## src/rtl/lphj_pkg.sv

```systemverilog
package lphj_pkg;

   localparam int unsigned MAX_TABLE_LOG2_DEFAULT = 12;
   localparam int unsigned MAX_RESULTS_DEFAULT = 64;
   localparam int unsigned MIN_TABLE_LOG2 = 4;
   localparam logic [31:0] SENTINEL_KEY = 32'h8000_0000;
   localparam logic [31:0] CRC32C_POLY = 32'h82F6_3B78;
   localparam logic [31:0] MURMUR_C1 = 32'h85eb_ca6b;
   localparam logic [31:0] MURMUR_C2 = 32'hc2b2_ae35;
   localparam int unsigned QUEUE_DEPTH = 2;

   typedef enum logic [1:0] {
      CMD_CLEAR  = 2'd0,
      CMD_INSERT = 2'd1,
      CMD_PROBE  = 2'd2,
      CMD_NONE   = 2'd3
   } cmd_type;

   typedef enum logic [1:0] {
      STATUS_OK    = 2'd0,
      STATUS_FULL  = 2'd1,
      STATUS_LIMIT = 2'd2
   } status_type;

   typedef enum logic [0:0] {
      CSR_HASH_SELECT = 1'd0,
      CSR_TABLE_LOG2  = 1'd1
   } csr_index_type;

   typedef enum logic [2:0] {
      BK_IDLE,
      BK_CLEAR,
      BK_READ,
      BK_WAIT,
      BK_CHECK,
      BK_EMIT,
      BK_DONE
   } back_state_type;

   typedef struct packed {
      cmd_type     cmd;
      logic [31:0] key;
      logic [31:0] row;
      logic [31:0] hash;
   } job_type;

   typedef struct packed {
      logic        matched;
      logic [31:0] build_row;
      logic [31:0] probe_row;
      status_type  status;
      logic        last;
   } result_type;

   function automatic logic [31:0] crc32c_step8(input logic [31:0] c);
      logic [31:0] v;
      v = c;
      for (int b = 0; b < 8; b++) begin
         v = (v >> 1) ^ (v[0] ? CRC32C_POLY : 32'd0);
      end
      return v;
   endfunction

endpackage

```

## src/rtl/lphj_front.sv

```systemverilog
module lphj_front (
   input  logic                 clock,
   input  logic                 reset,
   input  logic                 hash_select,
   input  logic                 in_valid,
   output logic                 in_ready,
   input  lphj_pkg::cmd_type    in_cmd,
   input  logic [31:0]          in_key,
   input  logic [31:0]          in_row,
   output logic                 job_valid,
   input  logic                 job_ready,
   output lphj_pkg::job_type    job
);

   // hash unit: crc 4 steps of 8 bits, murmur 2 multiply stages
   logic        busy_ff, busy_in;
   logic [2:0]  step_ff, step_in;
   logic [31:0] acc_ff, acc_in;
   logic        sel_ff, sel_in;
   lphj_pkg::cmd_type cmd_ff, cmd_in;
   logic [31:0] key_ff, key_in, row_ff, row_in;
   logic        done;
   logic [31:0] m1, m2;

   localparam int unsigned QW = $clog2(lphj_pkg::QUEUE_DEPTH);
   logic [QW-1:0] q_wr_ff, q_wr_in, q_rd_ff, q_rd_in;
   logic [QW:0] q_cnt_ff, q_cnt_in;
   lphj_pkg::job_type q_ff [lphj_pkg::QUEUE_DEPTH];
   logic push, pop;

   assign in_ready = !busy_ff;
   assign m1 = acc_ff * lphj_pkg::MURMUR_C1;
   assign m2 = acc_ff * lphj_pkg::MURMUR_C2;
   assign done = busy_ff && (step_ff == 3'd4) && (q_cnt_ff != (QW+1)'(lphj_pkg::QUEUE_DEPTH));
   assign push = done;
   assign pop = job_valid && job_ready;
   assign job_valid = q_cnt_ff != '0;
   assign job = q_ff[q_rd_ff];

   always_comb begin
      busy_in = busy_ff;
      step_in = step_ff;
      acc_in = acc_ff;
      sel_in = sel_ff;
      cmd_in = cmd_ff;
      key_in = key_ff;
      row_in = row_ff;
      if (in_valid && in_ready) begin
         busy_in = 1'b1;
         step_in = '0;
         sel_in = hash_select;
         cmd_in = in_cmd;
         key_in = in_key;
         row_in = in_row;
         acc_in = hash_select ? (in_key ^ (in_key >> 16)) : ~in_key;
      end else if (busy_ff && step_ff != 3'd4) begin
         step_in = step_ff + 3'd1;
         if (!sel_ff) begin
            acc_in = lphj_pkg::crc32c_step8(acc_ff);
         end else begin
            case (step_ff)
               3'd0: acc_in = m1 ^ (m1 >> 13);
               3'd1: acc_in = m2 ^ (m2 >> 16);
               default: acc_in = acc_ff;
            endcase
         end
      end else if (done) begin
         busy_in = 1'b0;
      end
   end

   always_comb begin
      q_wr_in = push ? q_wr_ff + QW'(1) : q_wr_ff;
      q_rd_in = pop ? q_rd_ff + QW'(1) : q_rd_ff;
      q_cnt_in = q_cnt_ff + (QW+1)'(push) - (QW+1)'(pop);
   end

   always_ff @(posedge clock) begin
      if (reset) begin
         busy_ff <= 1'b0;
         q_wr_ff <= '0;
         q_rd_ff <= '0;
         q_cnt_ff <= '0;
      end else begin
         busy_ff <= busy_in;
         q_wr_ff <= q_wr_in;
         q_rd_ff <= q_rd_in;
         q_cnt_ff <= q_cnt_in;
      end
      step_ff <= step_in;
      acc_ff <= acc_in;
      sel_ff <= sel_in;
      cmd_ff <= cmd_in;
      key_ff <= key_in;
      row_ff <= row_in;
      if (push) begin
         q_ff[q_wr_ff] <= '{cmd: cmd_ff, key: key_ff, row: row_ff, hash: acc_ff};
      end
   end

endmodule

```

## config.mk

```make
export PLATFORM = sky130hd
export DESIGN_NAME = lphj_front
export DESIGN_NICKNAME = d
export VERILOG_FILES = /design/src/rtl/lphj_pkg.sv /design/src/rtl/lphj_front.sv
export SDC_FILE = /design/constraint.sdc
export NUM_CORES = 2
export LEC_CHECK = 0
export ABC_AREA = 1
export BUFFER_PORTS_ARGS = -buffer_cell sky130_fd_sc_hd__buf_4
export CAP_MARGIN = 25
export CORE_MARGIN = 2
export CORE_UTILIZATION = 40
export CTS_BUF_LIST = sky130_fd_sc_hd__clkbuf_8 sky130_fd_sc_hd__clkbuf_16
export DETAILED_ROUTE_END_ITERATION = 10
export PLACE_DENSITY = 0.67
export SYNTH_ARGS = -nofsm -noshare
export SYNTH_HDL_FRONTEND = slang
export SYNTH_SLANG_ARGS = --single-unit
```

## constraint.sdc

```tcl
create_clock -name clock -period 9.3 [get_ports clock]
set_clock_uncertainty 0.05 [all_clocks]
set_input_delay 0.93 -clock clock [delete_from_list [all_inputs] [get_ports clock]]
set_output_delay 0.93 -clock clock [all_outputs]
set_load 0.02 [all_outputs]
```

==> results by group <==
Hold path
  – Hold path startpoint: key_ff[19]
  – Hold Crit Class: reg -> reg

CTS
  – Hold buffer count at cts: 0
  – CTS tree: built
  – Count of H-tree levels built during CTS: 1
  – TritonCTS sink count: 304
  – Clock tree buffer depth: 3
  – # resized after CTS: 0
  – TritonCTS Buffers: 30
  – Buffers inserted during post-CTS setup optimization: 0
  – Clock insertion delay at the later pin of the skew report: 0.57 ns
  – Clk slew on worst S/H paths: 0.06 ns
  – Clock Tree Root: sky130_fd_sc_hd__clkbuf_16

Timing
  – Setup violations, final: 0
  – RSZ-0062 raised after global routing: false
  – Normalized max-slew margin: 0.320
  – Share of the cycle needed by the critical path after routing: 0.891
  – Count of endpoints failing hold in the final timing report: 0
  – Fmax achieved: 0.121 GHz
  – Count of final max-slew check failures: 0
  – Measured slew at the worst slew-check pin: 1.02 ns
  – Final min period: 8.29 ns
  – Total Negative Setup Slacks: 0 ns

Routing
  – Total wire length: 103 mm
  – Initial detailed-routing violation count: 2,095
  – DR pass1 iterations: 7
  – Total DRC errors in the routed layout: 0
  – Routed length on met3: 9.47 mm
  – Uppermost layer routed: met4
  – Routed wl met2: 47.0 mm
  – Via-per-instance ratio: 5.14
  – Post-DR wirelength/cell: 24.5 um
  – Detailed-route via count: 21,618
  – Routed Antenna Nets: 0
  – Metal-1 WL: 41.1 mm

Die
  – Cell row count: 101
  – Top Ports: 171
  – Core area: 75,800 sq um
  – Horizontal extent of the die: 281 um
  – Initial cell density of the core: 0.404
  – Die area: 78,800 sq um
  – Die boundary height: 281 um

Logic synthesis
  – Most frequent cell after synthesis: sky130_fd_sc_hd__inv_1
  – Post-synth design cell area: 30,600 sq um
  – Leading post-synthesis cells by instance count: 819 x sky130_fd_sc_hd__inv_1, 386 x sky130_fd_sc_hd__fa_1, 352 x sky130_fd_sc_hd__nand2_1
  – Synth Instances: 3,000
  – Sequential element share of the synthesized area: 0.295
  – Ys async rst share: 0
  – Synth Register Bits: 304
  – Total number of yosys warnings: 0
  – Synthesized area per cell: 10.2 sq um
  – Area share of the leading cell type in the synthesized netlist: 0.289
  – Leading cell types by total area after synthesis: sky130_fd_sc_hd__edfxtp_1 29%, sky130_fd_sc_hd__fa_1 25%, sky130_fd_sc_hd__ha_1 13%
  – Post-Syn Nets: 3,770
  – Commonest register cell after synthesis: sky130_fd_sc_hd__edfxtp_1
  – Post-synth EDFFs: 295
  – Post-synth top area cell: sky130_fd_sc_hd__edfxtp_1
  – Number of distinct library cells after synthesis: 57

Worst setup path
  – Sequence of cells on the critical path: inv_1 > fa_1 > inv_1 > fa_1 > fa_1 > inv_1 > fa_1 > fa_1 > inv_1 > fa_1 > fa_1 > inv_1 > fa_1 > inv_1 > ha_1 > a21oi_1 > o21a_1 > a21boi_0 > nand3_1 > or2_2 > a21oi_1 > nand3b_1 > nand3_1 > a21oi_1
  – Data arrival time of the critical path: 8.64 ns
  – End of the critical path: acc_ff[12]
  – Worst setup startpoint: acc_ff[6]
  – Type of the worst setup path: reg -> reg
  – Worst Reg-to-Reg Cells: 24
  – Kind of cell adding the most delay to the critical path: adder cells
  – Slowest Stage Delay on Critical Path: 0.87 ns
  – Largest driver fanout on the critical path: 12
  – Setup slack, reg-to-reg: 1.01 ns
  – Critical R2R Capture: acc_ff[12]
  – Critical path startpoint category: register
  – Number of buffers and inverters on the critical path: 6
  – Critical Path Sink Type: register
  – CP max stage cell: sky130_fd_sc_hd__edfxtp_1
  – CP dominant cell by count: sky130_fd_sc_hd__fa_1
  – Worst flop-to-flop path startpoint: acc_ff[6]
  – Required time reported for the critical path endpoint: 9.66 ns
  – Crit. path cell count: 24

Place
  – Placer congestion estimate: 1.01
  – Detailed placement HPWL: 87.7 mm
  – Input/output buffers: 170

Global routing
  – GRT Residual Overflow: 0
  – Initial antenna violation count: 2
  – Largest net degree at the start of global routing: 77
  – Global-route wire length before repair: 148 mm
  – Vias in the first global route: 22,319
  – Aggregate global-route resource usage: 0.264

Finish
  – Final nets: 3,975
  – Area Overhead vs Synth: 12.0%
  – Share of post-route cells with drive strength above 1: 0.124

Run
  – Number of max-cap violations: 0

Run status
  – Run status: finished, final reports clean
-- kinds of logic after synthesis --
family	after synthesis	synth area share
buffers and inverters	857	0.107
XOR/XNOR	152	0.0449
AND/OR/NAND/NOR	650	0.0929
AO/OA/AOI/OAI	240	0.0440
flip-flops	304	0.295
multiplexers	98	0.0360
adder cells (fa/ha/maj)	699	0.380
-- metrics by stage --
stage / util / instances / hold slack, ns / worst slack (ns) / instance area (sq um)
after floorplan: - / 3000 / 0.371 / 2.64 / 30600
after global placement: 0.438 / 4150 / 0.372 / 1.10 / 33200
after detailed placement: 0.438 / 4150 / 0.380 / 1.03 / 33200
after CTS: 0.452 / 4205 / 0.391 / 0.954 / 34300
after global routing: 0.452 / 4206 / 0.396 / 0.693 / 34300
final: 0.452 / 4207 / 0.394 / 1.01 / 34300
-- cells in the final DEF, fill, tap and decap left out, drive strengths merged, types with 2 or more instances in the layout --
cell type,synthesis,layout
a211oi,4,4
a21boi,4,4
a21o,13,13
a21oi,104,104
a31oi,2,2
a41oi,3,3
and2,3,3
and3,2,2
buf,11,206
bufinv,0,4
clkbuf,22,34
clkinv,2,10
clkinvlp,0,2
dfxtp,9,9
edfxtp,295,295
fa,386,386
ha,313,313
inv,822,829
mux2,98,98
nand2,358,358
nand2b,2,2
nand3,104,104
nand3b,18,18
nand4,15,15
nor2,97,97
nor3,15,15
nor3b,2,2
nor4,4,4
o2111ai,4,4
o211ai,3,3
o21a,2,2
o21ai,86,86
o21bai,10,10
or2,29,29
xnor2,59,59
xor2,92,92
-- metal layers --
layer,global-route usage,vias up
li1,-,9790
met1,0.344,10726
met2,0.413,888
met3,0.0678,214
met4,0.121,0
met5,0,-
-- area by class of cell --
class,count,area (sq um)
Sequential cell,304,9040
Antenna cell,1,2.50
Timing Repair Buffer,206,1570
Tap cell,978,1220
Multi-Input combinational cell,1839,18300
Inverter,824,3090
Clock inverter,21,213
Clock buffer,34,817
Fill cell,7201,41500
-- registers in the layout, summed over array words and instances (netlist names), named ones only --
| register | cells |
|---|---|
| acc_ff | 32 |
| busy_ff | 1 |
| cmd_ff | 2 |
| key_ff | 32 |
| q_cnt_ff | 2 |
| q_ff | 196 |
| q_rd_ff | 1 |
| q_wr_ff | 1 |
| row_ff | 32 |
| sel_ff | 1 |
| step_ff | 3 |
-- how the worst min path moves through the flow --
stage	cells after the start	to
2_1_floorplan	0	q_ff[0][32]
3_3_place_gp	0	q_ff[1][36]
3_5_place_dp	0	q_ff[1][74]
4_1_cts	0	q_ff[0][83]
5_1_grt	0	q_ff[0][83]
6_report	0	q_ff[0][83]
Power is not shown: default switching activity piles up to over one toggle a cycle in this logic, so the estimate is an artifact.
